===== src/hw/rtl/aict_pkg.sv =====
// Shared types, constants and helpers for the ACL in-flight credit tracker.
package aict_pkg;

	localparam int TRACK_DEPTH_DEF = 8;
	localparam int OP_W            = 3;
	localparam int HANDLE_W        = 12;
	localparam int COUNT_W         = 16;
	localparam int STATUS_W        = 8;
	localparam int LIMIT_W         = 16;

	localparam logic [OP_W-1:0] OP_CHECK = 3'd0;
	localparam logic [OP_W-1:0] OP_SENT  = 3'd1;
	localparam logic [OP_W-1:0] OP_DONE  = 3'd2;
	localparam logic [OP_W-1:0] OP_DISC  = 3'd3;
	localparam logic [OP_W-1:0] OP_CLEAR = 3'd4;

	localparam logic [COUNT_W-1:0] COUNT_MAX = '1;

	typedef struct packed {
		logic [OP_W-1:0]     operation;
		logic [HANDLE_W-1:0] handle;
		logic [COUNT_W-1:0]  done_count;
		logic [STATUS_W-1:0] disc_status;
	} in_word_t;

	typedef struct packed {
		logic               at_limit;
		logic [COUNT_W-1:0] link_outstanding;
		logic [COUNT_W-1:0] total_outstanding;
		logic [COUNT_W-1:0] overflow_count;
	} out_word_t;

	// One row of the link table.
	typedef struct packed {
		logic [HANDLE_W-1:0] handle;
		logic [COUNT_W-1:0]  count;
	} entry_t;

	// Increment that sticks at the top of the range.
	function automatic logic [COUNT_W-1:0] sat_inc(input logic [COUNT_W-1:0] v);
		return (v == COUNT_MAX) ? v : v + COUNT_W'(1);
	endfunction

endpackage


===== src/hw/rtl/aict_mem.sv =====
// Link table memory: one write port, one read port, registered read data.
module aict_mem import aict_pkg::*; #(
	parameter int DEPTH = TRACK_DEPTH_DEF,
	parameter int AW    = 3
) (
	input  logic          clk,
	input  logic          we,
	input  logic [AW-1:0] waddr,
	input  entry_t        wdata,
	input  logic          re,
	input  logic [AW-1:0] raddr,
	output entry_t        rdata
);

	entry_t mem_q [DEPTH];
	entry_t rdata_q;

	always_ff @(posedge clk) begin
		if (we) begin
			mem_q[waddr] <= wdata;
		end
	end

	always_ff @(posedge clk) begin
		if (re) begin
			rdata_q <= mem_q[raddr];
		end
	end

	assign rdata = rdata_q;

endmodule


===== src/hw/rtl/aict_engine.sv =====
// Operation sequencer: handle search, read-modify-write of the link table, counters.
module aict_engine import aict_pkg::*; #(
	parameter int TRACK_DEPTH = TRACK_DEPTH_DEF,
	parameter int IDX_W       = 3,
	parameter int CNT_W       = 4
) (
	input  logic               clk,
	input  logic               arst_n,
	input  logic [LIMIT_W-1:0] acl_limit,
	input  logic               in_valid,
	output logic               in_stall,
	input  in_word_t           in_word,
	output logic               res_valid,
	output out_word_t          res_word,
	input  logic               res_take,
	output logic               mem_we,
	output logic [IDX_W-1:0]   mem_waddr,
	output entry_t             mem_wdata,
	output logic               mem_re,
	output logic [IDX_W-1:0]   mem_raddr,
	input  entry_t             mem_rdata
);

	typedef enum logic [2:0] {ST_IDLE, ST_SEARCH, ST_UPDATE, ST_MOVE, ST_EMIT} state_t;

	state_t              state_q;
	logic [OP_W-1:0]     op_q;
	logic [HANDLE_W-1:0] hdl_q;
	logic [COUNT_W-1:0]  done_q;
	logic [STATUS_W-1:0] stat_q;
	logic [CNT_W-1:0]    iss_q;
	logic                pend_q;
	logic [IDX_W-1:0]    rdi_q;
	logic                found_q;
	logic [IDX_W-1:0]    slot_q;
	logic [COUNT_W-1:0]  cnt_q;
	logic [CNT_W-1:0]    used_q;
	logic [COUNT_W-1:0]  total_q;
	logic [COUNT_W-1:0]  ovf_q;
	out_word_t           res_q;

	logic               hit;
	logic               room;
	logic               more;
	logic [CNT_W-1:0]   last_cnt;
	logic [IDX_W-1:0]   last_idx;
	logic [IDX_W-1:0]   used_idx;
	logic [COUNT_W-1:0] freed;

	logic [COUNT_W-1:0] u_total;
	logic [CNT_W-1:0]   u_used;
	logic [COUNT_W-1:0] u_ovf;
	logic               u_at;
	logic [COUNT_W-1:0] u_link;
	logic               u_we;
	logic [IDX_W-1:0]   u_waddr;
	entry_t             u_wdata;
	logic               u_move;

	assign hit      = pend_q && (mem_rdata.handle == hdl_q);
	assign room     = used_q < CNT_W'(TRACK_DEPTH);
	assign more     = iss_q < used_q;
	assign last_cnt = used_q - CNT_W'(1);
	assign last_idx = last_cnt[IDX_W-1:0];
	assign used_idx = used_q[IDX_W-1:0];
	assign freed    = (cnt_q < done_q) ? cnt_q : done_q;

	always_comb begin
		u_total = total_q;
		u_used  = used_q;
		u_ovf   = ovf_q;
		u_at    = 1'b0;
		u_link  = found_q ? cnt_q : '0;
		u_we    = 1'b0;
		u_waddr = slot_q;
		u_wdata = '{handle: hdl_q, count: cnt_q};
		u_move  = 1'b0;
		unique case (op_q)
			OP_CHECK: begin
				if (acl_limit != '0) begin
					if (found_q) begin
						u_at = total_q >= acl_limit;
					end else if (room) begin
						u_we    = 1'b1;
						u_waddr = used_idx;
						u_wdata = '{handle: hdl_q, count: '0};
						u_used  = used_q + CNT_W'(1);
						u_at    = total_q >= acl_limit;
						u_link  = '0;
					end else begin
						u_ovf = sat_inc(ovf_q);
					end
				end
			end
			OP_SENT: begin
				if (found_q) begin
					u_link  = sat_inc(cnt_q);
					u_we    = 1'b1;
					u_wdata = '{handle: hdl_q, count: sat_inc(cnt_q)};
					u_total = sat_inc(total_q);
				end else if (room) begin
					u_we    = 1'b1;
					u_waddr = used_idx;
					u_wdata = '{handle: hdl_q, count: COUNT_W'(1)};
					u_used  = used_q + CNT_W'(1);
					u_total = sat_inc(total_q);
					u_link  = COUNT_W'(1);
				end else begin
					u_ovf = sat_inc(ovf_q);
				end
			end
			OP_DONE: begin
				if (found_q) begin
					u_link  = cnt_q - freed;
					u_we    = 1'b1;
					u_wdata = '{handle: hdl_q, count: cnt_q - freed};
					u_total = (total_q > freed) ? total_q - freed : '0;
				end
			end
			OP_DISC: begin
				if (stat_q == '0 && found_q) begin
					u_total = (total_q > cnt_q) ? total_q - cnt_q : '0;
					u_used  = last_cnt;
					u_link  = '0;
					u_move  = slot_q != last_idx;
				end
			end
			OP_CLEAR: begin
				u_used  = '0;
				u_total = '0;
				u_link  = '0;
			end
			default: begin
			end
		endcase
	end

	// Reads walk the table during the search; a removal reads the last row to move it.
	assign mem_re    = (state_q == ST_SEARCH && !hit && more) ||
	                   (state_q == ST_UPDATE && u_move);
	assign mem_raddr = (state_q == ST_SEARCH) ? iss_q[IDX_W-1:0] : last_idx;
	assign mem_we    = (state_q == ST_UPDATE && u_we) || (state_q == ST_MOVE);
	assign mem_waddr = (state_q == ST_MOVE) ? slot_q : u_waddr;
	assign mem_wdata = (state_q == ST_MOVE) ? mem_rdata : u_wdata;

	always_ff @(posedge clk or negedge arst_n) begin
		if (!arst_n) begin
			state_q <= ST_IDLE;
			op_q    <= '0;
			hdl_q   <= '0;
			done_q  <= '0;
			stat_q  <= '0;
			iss_q   <= '0;
			pend_q  <= 1'b0;
			rdi_q   <= '0;
			found_q <= 1'b0;
			slot_q  <= '0;
			cnt_q   <= '0;
			used_q  <= '0;
			total_q <= '0;
			ovf_q   <= '0;
			res_q   <= '0;
		end else begin
			unique case (state_q)
				ST_IDLE: begin
					if (in_valid) begin
						op_q    <= in_word.operation;
						hdl_q   <= in_word.handle;
						done_q  <= in_word.done_count;
						stat_q  <= in_word.disc_status;
						iss_q   <= '0;
						pend_q  <= 1'b0;
						found_q <= 1'b0;
						state_q <= (in_word.operation == OP_CLEAR) ? ST_UPDATE : ST_SEARCH;
					end
				end
				ST_SEARCH: begin
					if (hit) begin
						found_q <= 1'b1;
						slot_q  <= rdi_q;
						cnt_q   <= mem_rdata.count;
						pend_q  <= 1'b0;
						state_q <= ST_UPDATE;
					end else if (more) begin
						pend_q <= 1'b1;
						rdi_q  <= iss_q[IDX_W-1:0];
						iss_q  <= iss_q + CNT_W'(1);
					end else begin
						pend_q <= 1'b0;
						if (!pend_q) begin
							state_q <= ST_UPDATE;
						end
					end
				end
				ST_UPDATE: begin
					total_q <= u_total;
					used_q  <= u_used;
					ovf_q   <= u_ovf;
					res_q   <= '{at_limit: u_at, link_outstanding: u_link,
					             total_outstanding: u_total, overflow_count: u_ovf};
					state_q <= u_move ? ST_MOVE : ST_EMIT;
				end
				ST_MOVE: begin
					state_q <= ST_EMIT;
				end
				ST_EMIT: begin
					if (res_take) begin
						state_q <= ST_IDLE;
					end
				end
				default: begin
					state_q <= ST_IDLE;
				end
			endcase
		end
	end

	assign in_stall  = state_q != ST_IDLE;
	assign res_valid = state_q == ST_EMIT;
	assign res_word  = res_q;

	a_used_bound: assert property (@(posedge clk) disable iff (!arst_n)
		used_q <= CNT_W'(TRACK_DEPTH))
		else $error("table fill count beyond depth");

	a_write_phase: assert property (@(posedge clk) disable iff (!arst_n)
		mem_we |-> (state_q == ST_UPDATE || state_q == ST_MOVE))
		else $error("table written outside the update phase");

	a_move_read: assert property (@(posedge clk) disable iff (!arst_n)
		state_q == ST_MOVE |-> $past(mem_re))
		else $error("row move without a preceding read of the last row");

	a_limit_only_check: assert property (@(posedge clk) disable iff (!arst_n)
		(res_valid && res_word.at_limit) |-> (op_q == OP_CHECK && acl_limit != '0))
		else $error("at_limit raised by an operation other than check");

	a_search_bound: assert property (@(posedge clk) disable iff (!arst_n)
		state_q == ST_SEARCH |-> iss_q <= used_q)
		else $error("search ran past the filled part of the table");

endmodule


===== src/hw/rtl/acl_inflight_credit_tracker.sv =====
// Top level of the ACL in-flight credit tracker: limit register, output register, wiring.
//
//   channel  direction  handshake               word
//   cfg      in         cfg_valid / cfg_ready   cfg_data   (acl_limit, 16 bits)
//   in       in         in_valid  / in_stall    in_word    (one operation)
//   out      out        out_valid / out_stall   out_word   (one result per operation)
//
// Each operation leaves the input stalled from acceptance until its result has been
// handed to the output register. The gap from one accepted word to the next is
// shortest for a clear, which skips the search, and longest for a miss in a full
// table. The gap is set by the handle search, which reads one table row per cycle
// through the single read port of the link table memory; a successful disconnect of a
// row other than the last adds a move state that copies the last row into its place.
// Reset (arst_n low, asynchronous) empties the table, zeroes the total, the overflow
// count and the limit; the table rows themselves are not cleared, as only rows below
// the fill count are ever read. While out_stall holds a result in the output register,
// the next result waits in the sequencer and no new word is taken.
module acl_inflight_credit_tracker import aict_pkg::*; #(
	parameter int TRACK_DEPTH = TRACK_DEPTH_DEF
) (
	input  logic               clk,
	input  logic               arst_n,
	input  logic               cfg_valid,
	output logic               cfg_ready,
	input  logic [LIMIT_W-1:0] cfg_data,
	input  logic               in_valid,
	output logic               in_stall,
	input  in_word_t           in_word,
	output logic               out_valid,
	input  logic               out_stall,
	output out_word_t          out_word
);

	// Row index width, and the width of a count that can hold the depth itself.
	localparam int IDX_W = (TRACK_DEPTH > 1) ? $clog2(TRACK_DEPTH) : 1;
	localparam int CNT_W = $clog2(TRACK_DEPTH + 1);

	logic [LIMIT_W-1:0] limit_q;
	logic               out_valid_q;
	out_word_t          out_word_q;

	logic             res_valid;
	out_word_t        res_word;
	logic             res_take;
	logic             mem_we;
	logic [IDX_W-1:0] mem_waddr;
	entry_t           mem_wdata;
	logic             mem_re;
	logic [IDX_W-1:0] mem_raddr;
	entry_t           mem_rdata;

	// Always ready; the user ensures the limit register is changed only while idle.
	assign cfg_ready = 1'b1;

	always_ff @(posedge clk or negedge arst_n) begin
		if (!arst_n) begin
			limit_q <= '0;
		end else if (cfg_valid && cfg_ready) begin
			limit_q <= cfg_data;
		end
	end

	// The sequencer owns all table state and the running counters; every access to a
	// row is finished before the next operation is accepted, so no two accesses to the
	// same row overlap and no forwarding is needed.
	aict_engine #(
		.TRACK_DEPTH (TRACK_DEPTH),
		.IDX_W       (IDX_W),
		.CNT_W       (CNT_W)
	) u_engine (
		.clk       (clk),
		.arst_n    (arst_n),
		.acl_limit (limit_q),
		.in_valid  (in_valid),
		.in_stall  (in_stall),
		.in_word   (in_word),
		.res_valid (res_valid),
		.res_word  (res_word),
		.res_take  (res_take),
		.mem_we    (mem_we),
		.mem_waddr (mem_waddr),
		.mem_wdata (mem_wdata),
		.mem_re    (mem_re),
		.mem_raddr (mem_raddr),
		.mem_rdata (mem_rdata)
	);

	aict_mem #(
		.DEPTH (TRACK_DEPTH),
		.AW    (IDX_W)
	) u_mem (
		.clk   (clk),
		.we    (mem_we),
		.waddr (mem_waddr),
		.wdata (mem_wdata),
		.re    (mem_re),
		.raddr (mem_raddr),
		.rdata (mem_rdata)
	);

	// The output register loads a result when it is empty or is being emptied this
	// cycle, so the sequencer can return to idle while the previous word waits.
	assign res_take = res_valid && (!out_valid_q || !out_stall);

	always_ff @(posedge clk or negedge arst_n) begin
		if (!arst_n) begin
			out_valid_q <= 1'b0;
		end else if (res_take) begin
			out_valid_q <= 1'b1;
		end else if (!out_stall) begin
			out_valid_q <= 1'b0;
		end
	end

	always_ff @(posedge clk) begin
		if (res_take) begin
			out_word_q <= res_word;
		end
	end

	assign out_valid = out_valid_q;
	assign out_word  = out_word_q;

endmodule

===== config.mk =====
export PLATFORM = sky130hd
export DESIGN_NAME = acl_inflight_credit_tracker
export DESIGN_NICKNAME = d
export VERILOG_FILES = /design/src/hw/rtl/aict_pkg.sv /design/src/hw/rtl/aict_mem.sv /design/src/hw/rtl/aict_engine.sv /design/src/hw/rtl/acl_inflight_credit_tracker.sv
export SDC_FILE = /design/constraint.sdc
export NUM_CORES = 1
export LEC_CHECK = 0
export ABC_AREA = 1
export BUFFER_PORTS_ARGS = -buffer_cell sky130_fd_sc_hd__buf_2
export CAP_MARGIN = 20
export CORE_MARGIN = 2
export CORE_UTILIZATION = 35
export DETAILED_ROUTE_END_ITERATION = 7
export PLACE_DENSITY_LB_ADDON = 0.2
export SYNTH_ARGS = -nofsm -noshare
export SYNTH_HDL_FRONTEND = slang
export SYNTH_HIERARCHICAL = 1
export SYNTH_SLANG_ARGS = --single-unit

===== constraint.sdc =====
create_clock -name clk -period 3.83 [get_ports clk]
set_input_delay 0.383 -clock clk [delete_from_list [all_inputs] [get_ports clk]]
set_output_delay 0.383 -clock clk [all_outputs]
set_load 0.01 [all_outputs]

== After elaboration in Yosys (flattened, before gate mapping) ==
Memories as Yosys holds them, arrays and structs flattened. A register that Yosys moved wholly into a read port is not among the register bits.
Cells that the tools add are included.

* Bitwise logic cells: 1
* Reductions and logical operators: 32
* Magnitude comparators: 6
* Equal/unequal tests: 26
* Muxes and demuxes: 77
* Add/subtract/negate cells: 9

{| class="wikitable"
|+ Operator list
! kind !! number
|-
| 2-to-1 mux 16 bit || 27
|-
| case mux 16 bit (5 select lines) || 1
|-
| case mux 16 bit (4 select lines) || 1
|-
| adder 16 x 1 -> 16 bit (second input constant) || 3
|-
| == test 16 bit (second input constant) || 3
|-
| case mux 16 bit (3 select lines) || 1
|-
| subtractor 16 bit || 3
|-
| 2-to-1 mux 3 bit || 11
|-
| greater-than comparator 16 bit || 2
|-
| case mux 16 bit (2 select lines) || 1
|-
| 2-to-1 mux 28 bit || 1
|-
| 2-to-1 mux 4 bit || 7
|-
| 2-to-1 mux 1 bit || 19
|-
| greater-or-equal comparator 16 bit || 1
|-
| less-than comparator 16 bit || 1
|-
| case mux 4 bit (4 select lines) || 1
|-
| nonzero test 16 bit || 1
|-
| case mux 3 bit (5 select lines) || 1
|-
| inequality test 2 x 1 -> 1 bit (second input constant) || 7
|-
| == test 12 bit || 1
|-
| == test 3 x 2 -> 1 bit (second input constant) || 4
|-
| AND reduction 4 bit || 3
|-
| == test 3 bit (second input constant) || 3
|-
| AND reduction 3 bit || 3
|-
| other kinds (26) || 45
|}

* Flip-flop bits (word level): 189
* Logic and storage cells: 174
* Memories kept: 1
* Output and inout port bits: 52
* Input port bits: 60
* Memory bits (writable): 224

{| class="wikitable"
|+ Memories
! memory !! depth !! width !! rd ports !! clocked after Yosys merged registers in !! write ports !! line !! RTL
|-
| u_mem.mem_q || 8 || 28 || 1 || 1 || 1 || aict_mem.sv:15 || <nowiki>entry_t mem_q [DEPTH];</nowiki>
|}

== Longest topological paths before layout ==
* Depth in word-level cells: 9
* Mapped depth: 33
* Depth with buffers taken out: 30

== Hierarchy ==
The synthesis kept the hierarchy.

{| class="wikitable"
|+ By module, submodules not included
! module !! cells an instance !! instances !! area an instance (sq um) !! sequential area each (sq um)
|-
| aict_engine || 1761 || 1 || 11299.6 || 3078.0
|-
| aict_mem || 1014 || 1 || 10677.7 || 7567.3
|-
| acl_inflight_credit_tracker || 124 || 1 || 2168.3 || 1896.8
|}

== Least setup slack after synthesis ==
Ideal clock, no wire load.

* Path kind: reg-to-reg
* From: reg u_engine.state_q[1]
* To: reg u_engine.state_q[0]
* Data required time: 3.704 ns
* Path slack: -0.090 ns
* Library setup time: 0.126 ns
* Cell stages (with the launch flop): 10
* Path buffers: 0
* Arrival: 3.794 ns
* Period minus slack after synthesis: 3.920 ns
* Cells stage by stage: dfrtp_1 -> nor2_1 -> inv_1 -> nor2_1 -> inv_1 -> a21oi_1 -> inv_1 -> nand2_1 -> nand4_1 -> o311a_1

* Longest elaborated chain between the ends: 4
* Elaborated cells between the ends (all ways): 12
* Those cells by class: eq/ne (8); mux (1); reduce/logical (3)

{| class="wikitable"
|+ Ends and longest elaborated chain
! what !! line !! RTL
|-
| start, declared || aict_engine.sv:26 || <nowiki>state_t state_q;</nowiki>
|-
| start signal, assigned || aict_engine.sv:174 || <nowiki>state_q <= (in_word.operation == OP_CLEAR) ? ST_UPDATE : ST_SEARCH;</nowiki>
|-
| start signal, assigned || aict_engine.sv:201 || <nowiki>state_q <= u_move ? ST_MOVE : ST_EMIT;</nowiki>
|-
| == test 3 bit || aict_engine.sv:219 || <nowiki>assign res_valid = state_q == ST_EMIT;</nowiki>
|-
| named net res_valid || acl_inflight_credit_tracker.sv:42 || <nowiki>logic res_valid;</nowiki>
|-
| logical AND 1 bit || acl_inflight_credit_tracker.sv:103 || <nowiki>assign res_take = res_valid && (!out_valid_q || !out_stall);</nowiki>
|-
| named net res_take || acl_inflight_credit_tracker.sv:44 || <nowiki>logic res_take;</nowiki>
|-
| inequality test 2 x 1 -> 1 bit (no line) || - ||
|-
| AND reduction 4 bit (no line) || - ||
|}

The timed path passes the listed nets, and every way through them passes these cells.
A chain may end at the register's enable or synchronous reset.

== Final worst setup path ==
* From: reg u_engine.done_q[9]
* To: reg u_engine.res_q (netlist bit u_engine/res_word[28])

* Longest elaborated chain between the ends: 6
* Elaborated cells between the ends (all ways): 7
* Those cells by class: add/sub (1); order compare (2); mux (4)

{| class="wikitable"
|+ Ends and longest elaborated chain
! what !! line !! RTL
|-
| start, declared || aict_engine.sv:29 || <nowiki>logic [COUNT_W-1:0] done_q;</nowiki>
|-
| start signal, assigned || aict_engine.sv:169 || <nowiki>done_q <= in_word.done_count;</nowiki>
|-
| less-than comparator 16 bit || aict_engine.sv:66 || <nowiki>assign freed = (cnt_q < done_q) ? cnt_q : done_q;</nowiki>
|-
| 2-to-1 mux 16 bit * || aict_engine.sv:66 ||
|-
| subtractor 16 bit / greater-than comparator 16 bit (equally long branches) || aict_engine.sv:117 || <nowiki>u_total = (total_q > freed) ? total_q - freed : '0;</nowiki>
|-
| 2-to-1 mux 16 bit * || aict_engine.sv:117 ||
|-
| 2-to-1 mux 16 bit * || aict_engine.sv:113 || <nowiki>if (found_q) begin</nowiki>
|-
| case mux 16 bit (4 select lines) * || aict_engine.sv:78 || <nowiki>unique case (op_q)</nowiki>
|-
| end signal, assigned || aict_engine.sv:199 || <nowiki>res_q <= '{at_limit: u_at, link_outstanding: u_link,</nowiki>
|-
| end, declared || aict_engine.sv:40 || <nowiki>out_word_t res_q;</nowiki>
|}

Every way passes the cells marked *; elsewhere a longest branch is shown, timed or not. The select of a mux whose other input is x is not followed.

==> flow_summary_export.csv <==
group,metric,value,unit
run_status,status,"finished, final reports clean",
setup_path,crit_path_start,"u_engine/done_q[9]",
placement,dp_cells,3925,
finish,final_area,28800,sq um
global_route,grt_use_met2,0.356,
floorplan,die_x,267,um
sta,fmax,0.275,GHz
floorplan,pin_count,112,
clock_network,clockBufferDepth,3,
global_route,grt_use_met3,0.0265,
clock_network,clock_latency,0.63,ns
power,power,22200,uW
yosys,synth-edff-count,301,
yosys,yosysTopAreaCellShare,0.374,
setup_path,cp-start-kind,"register",
worst_hold_path,min_from,"in_word[38]",
sta,fin_crit,3.63,ns
clock_network,cts_tree,"done",
global_route,grt_pass1_vias,19896,
placement,place.gp.congestion,0.977,
yosys,synthTopCellsByArea,"edfxtp_1, dfrtp_1, nand2_1, inv_1, nand3_1",
yosys,ys_seq_elements,441,
placement,dpl.hpwl,52.7,mm
sta,slew_violations,0,
routing,avgRoutedWirePerCell,18.5,um
routing,postRouteAntennaNets,0,
floorplan,initial_utilization,0.353,
setup_path,crit_fanout,10,
power,p_leak,0.0136,uW
finish,fin_cells,4075,
finish,diodes,0,
power,clock_power_share,0.220,
clock_network,cts_sinks,441,
setup_path,path_class,"reg2reg",
yosys,synth_nets,3028,
setup_path,crit_required,4.32,ns
global_route,antenna_found_initial,0,
floorplan,dieArea,71100,sq um
power,switching_share,0.431,
yosys,synthMostInstantiatedCell,"nand2_1",
power,power.internal,12600,uW
clock_network,numCtsBuffers,51,
sta,finalCritPeriodShare,0.949,
yosys,synth_cell_types,63,
finish,layout-drive-gt1-share,0.137,
yosys,async_flop_share,0.317,
global_route,track_usage,0.213,
sta,worst_slack,0.196,ns
routing,dr_total_vias,20308,
clock_network,cts_htree_levels,2,
routing,route.detailed.drc,0,
power,seqPwrFrac,0.322,
routing,drtIter0Drc,1679,
clock_network,root_buffer,"clkbuf_16",
floorplan,die_height,267,um
power,powerDensity,770,nW/um^2
power,pwr-share-comb,0.458,
yosys,syn_area_per_cell,8.33,sq um
setup_path,rr_worst_depth,27,
global_route,grt_remaining_overflow,0,
finish,area_growth,19.4,%
power,p_sw,9560,uW
routing,via_per_inst,4.98,
yosys,ys_warn_count,6,
floorplan,fp-row-count,96,
setup_path,reg2reg_to,"u_engine/res_word[28]",
yosys,synth_area,24100,sq um
worst_hold_path,hp-class,"in2reg",
sta,maxSlewHeadroom,0.311,
global_route,grt_pass1_wl,117,mm
setup_path,worstPathArrival,4.12,ns
placement,place_area,26500,sq um
sta,setup_viol,0,
clock_network,clkSlewWorstSetupHoldPaths,0.06,ns
setup_path,rrSetupSlack,0.20,ns
yosys,synth_commonest_cells,"nand2_1, inv_1, edfxtp_1, nand3_1, o21ai_0",
yosys,synth-main-ff-cell,"edfxtp_1",
placement,port_buffers,110,
global_route,met1_usage,0.283,
global_route,grt_max_degree,76,
sta,tightest_slew,1.02,ns
power,peakVddDrop,0.492,mV
routing,finalWirelength,75.6,mm
worst_hold_path,hold_end,"u_engine/op_q[2]",
yosys,synth_cells,2899,
yosys,synth-seq-area-share,0.519,
sta,hold_viol,0,
sta,rsz0062_at_grt,"true",
placement,pre_cts_ws,-0.129,ns
floorplan,coreArea,68500,sq um
yosys,synth_top_area_cell,"edfxtp_1",
sta,skew,0.0430,ns
routing,first_pass_iters,6,
global_route,grt_busiest_layer,"met2",
setup_path,reg2reg_from,"u_engine/done_q[9]",
setup_path,end_kind,"register",
flow_run,drv_cap,0,
finish,fin_nets,3280,
worst_hold_path,min_path_cells,3,
sta,hold_slack,0.0300,ns
## metal layers
metal,wire [um],up-vias
li1,-,9888
met2,35600,571
met3,3770,116
met5,0,-
met4,2500,0
met1,33700,9733
## cells in the final DEF (no fill, tap or decap), types with 18 or more instances in the layout
cell / count
o211ai_1: 18
nand2_1: 887
nand2_2: 19
nor4_1: 19
inv_1: 476
nor3_1: 25
dlygate4sd3_1: 42
ha_1: 68
clkbuf_16: 51
nand4_1: 23
buf_2: 109
xor2_1: 42
buf_4: 129
o21ai_0: 137
nand3_1: 241
dfrtp_1: 140
edfxtp_1: 301
nor2_1: 136
a21oi_1: 94
## final cells by class
cell class	count	area, sq um
Multi-Input combinational cell	1865	9390
Fill cell	6883	39600
Tap cell	882	1100
Inverter	494	1860
Timing Repair Buffer	298	2240
Clock inverter	26	304
Sequential cell	441	12500
Clock buffer	69	1400
## critical path: stages (launching register included)
cell,delay (ns)
dfrtp_1,0.37
inv_1,0.08
ha_1,0.31
nand2_1,0.06
inv_1,0.04
o21bai_1,0.17
a21oi_2,0.10
nor2_4,0.24
nand2_8,0.11
buf_6,0.16
buf_4,0.16
nand2_2,0.10
nand3_2,0.10
inv_2,0.09
nor2_2,0.05
ha_1,0.19
or2_4,0.28
nand2_1,0.09
nand2_2,0.08
nand2_1,0.08
nand2_2,0.06
nand2_1,0.10
a21oi_4,0.09
clkbuf_4,0.19
nand2_1,0.08
nand3_1,0.06
nand2_1,0.06
inv_1,0.04
## worst max path at each step
stage | cells after the start | slack [ns] | end
after floorplan | 29 | 0.25 | u_mem/mem_q[0][12]
final | 27 | 0.20 | u_engine/res_word[28]
after detailed placement | 21 | -0.13 | u_engine/res_word[18]
after global routing | 28 | -0.04 | u_engine/res_word[28]
after global placement | 21 | 0.06 | u_engine/res_word[30]
after CTS | 24 | 0.03 | u_mem/mem_q[3][6]
## through the flow
step | util | TNS (ns)
2_1_floorplan | - | 0
6_report | 0.421 | 0
3_5_place_dp | 0.387 | -1.34
4_1_cts | 0.418 | 0
5_1_grt | 0.421 | -0.666
3_3_place_gp | 0.387 | 0
## kinds of logic (layout without fill, tap and decap cells)
family,Yosys count,after routing,synth area share
AOI/OAI and AO/OA,339,339,0.0794
xor gates and xnor gates,52,52,0.0189
adders and majority gates,69,69,0.0361
buffers and inverters,594,887,0.100
DFF,441,441,0.519
muxes,9,9,0.00420
other,1,1,0.000155
and+or+nand+nor,1394,1395,0.241
## power by group through the flow
stage          registers [uW]  clock network [uW]  logic, uW
3_3_place_gp             7220                   0       9810
6_report                 7150                4900      10200
2_1_floorplan            7170                   0       6540
3_5_place_dp             7250                   0       9960
4_1_cts                  7160                5040      10100
5_1_grt                  7250                5220      11400
## timing repair
item / 4_1_cts / 5_1_grt
gates cloned: 0 / 2
pin swaps: 1 / 8
endpoints found under the hold margin: 114 / 0
resized for setup: 3 / 48
hold buffers: 42 / 0
setup buffers: 2 / 9
endpoints found under the setup margin: 25 / 146
## state kept, by name, summed over array words and instances (netlist names), 3 cells and up
| register | count |
|---|---|
| limit_q | 16 |
| out_word | 49 |
| u_engine/cnt_q | 16 |
| u_engine/done_q | 16 |
| u_engine/hdl_q | 12 |
| u_engine/iss_q | 4 |
| u_engine/op_q | 3 |
| u_engine/rdi_q | 3 |
| u_engine/res_word | 49 |
| u_engine/slot_q | 3 |
| u_engine/stat_q | 8 |
| u_engine/state_q | 3 |
| u_engine/used_q | 4 |
| u_mem/mem_q | 224 |
| u_mem/rdata | 28 |
(Power assumes the default switching activity.)
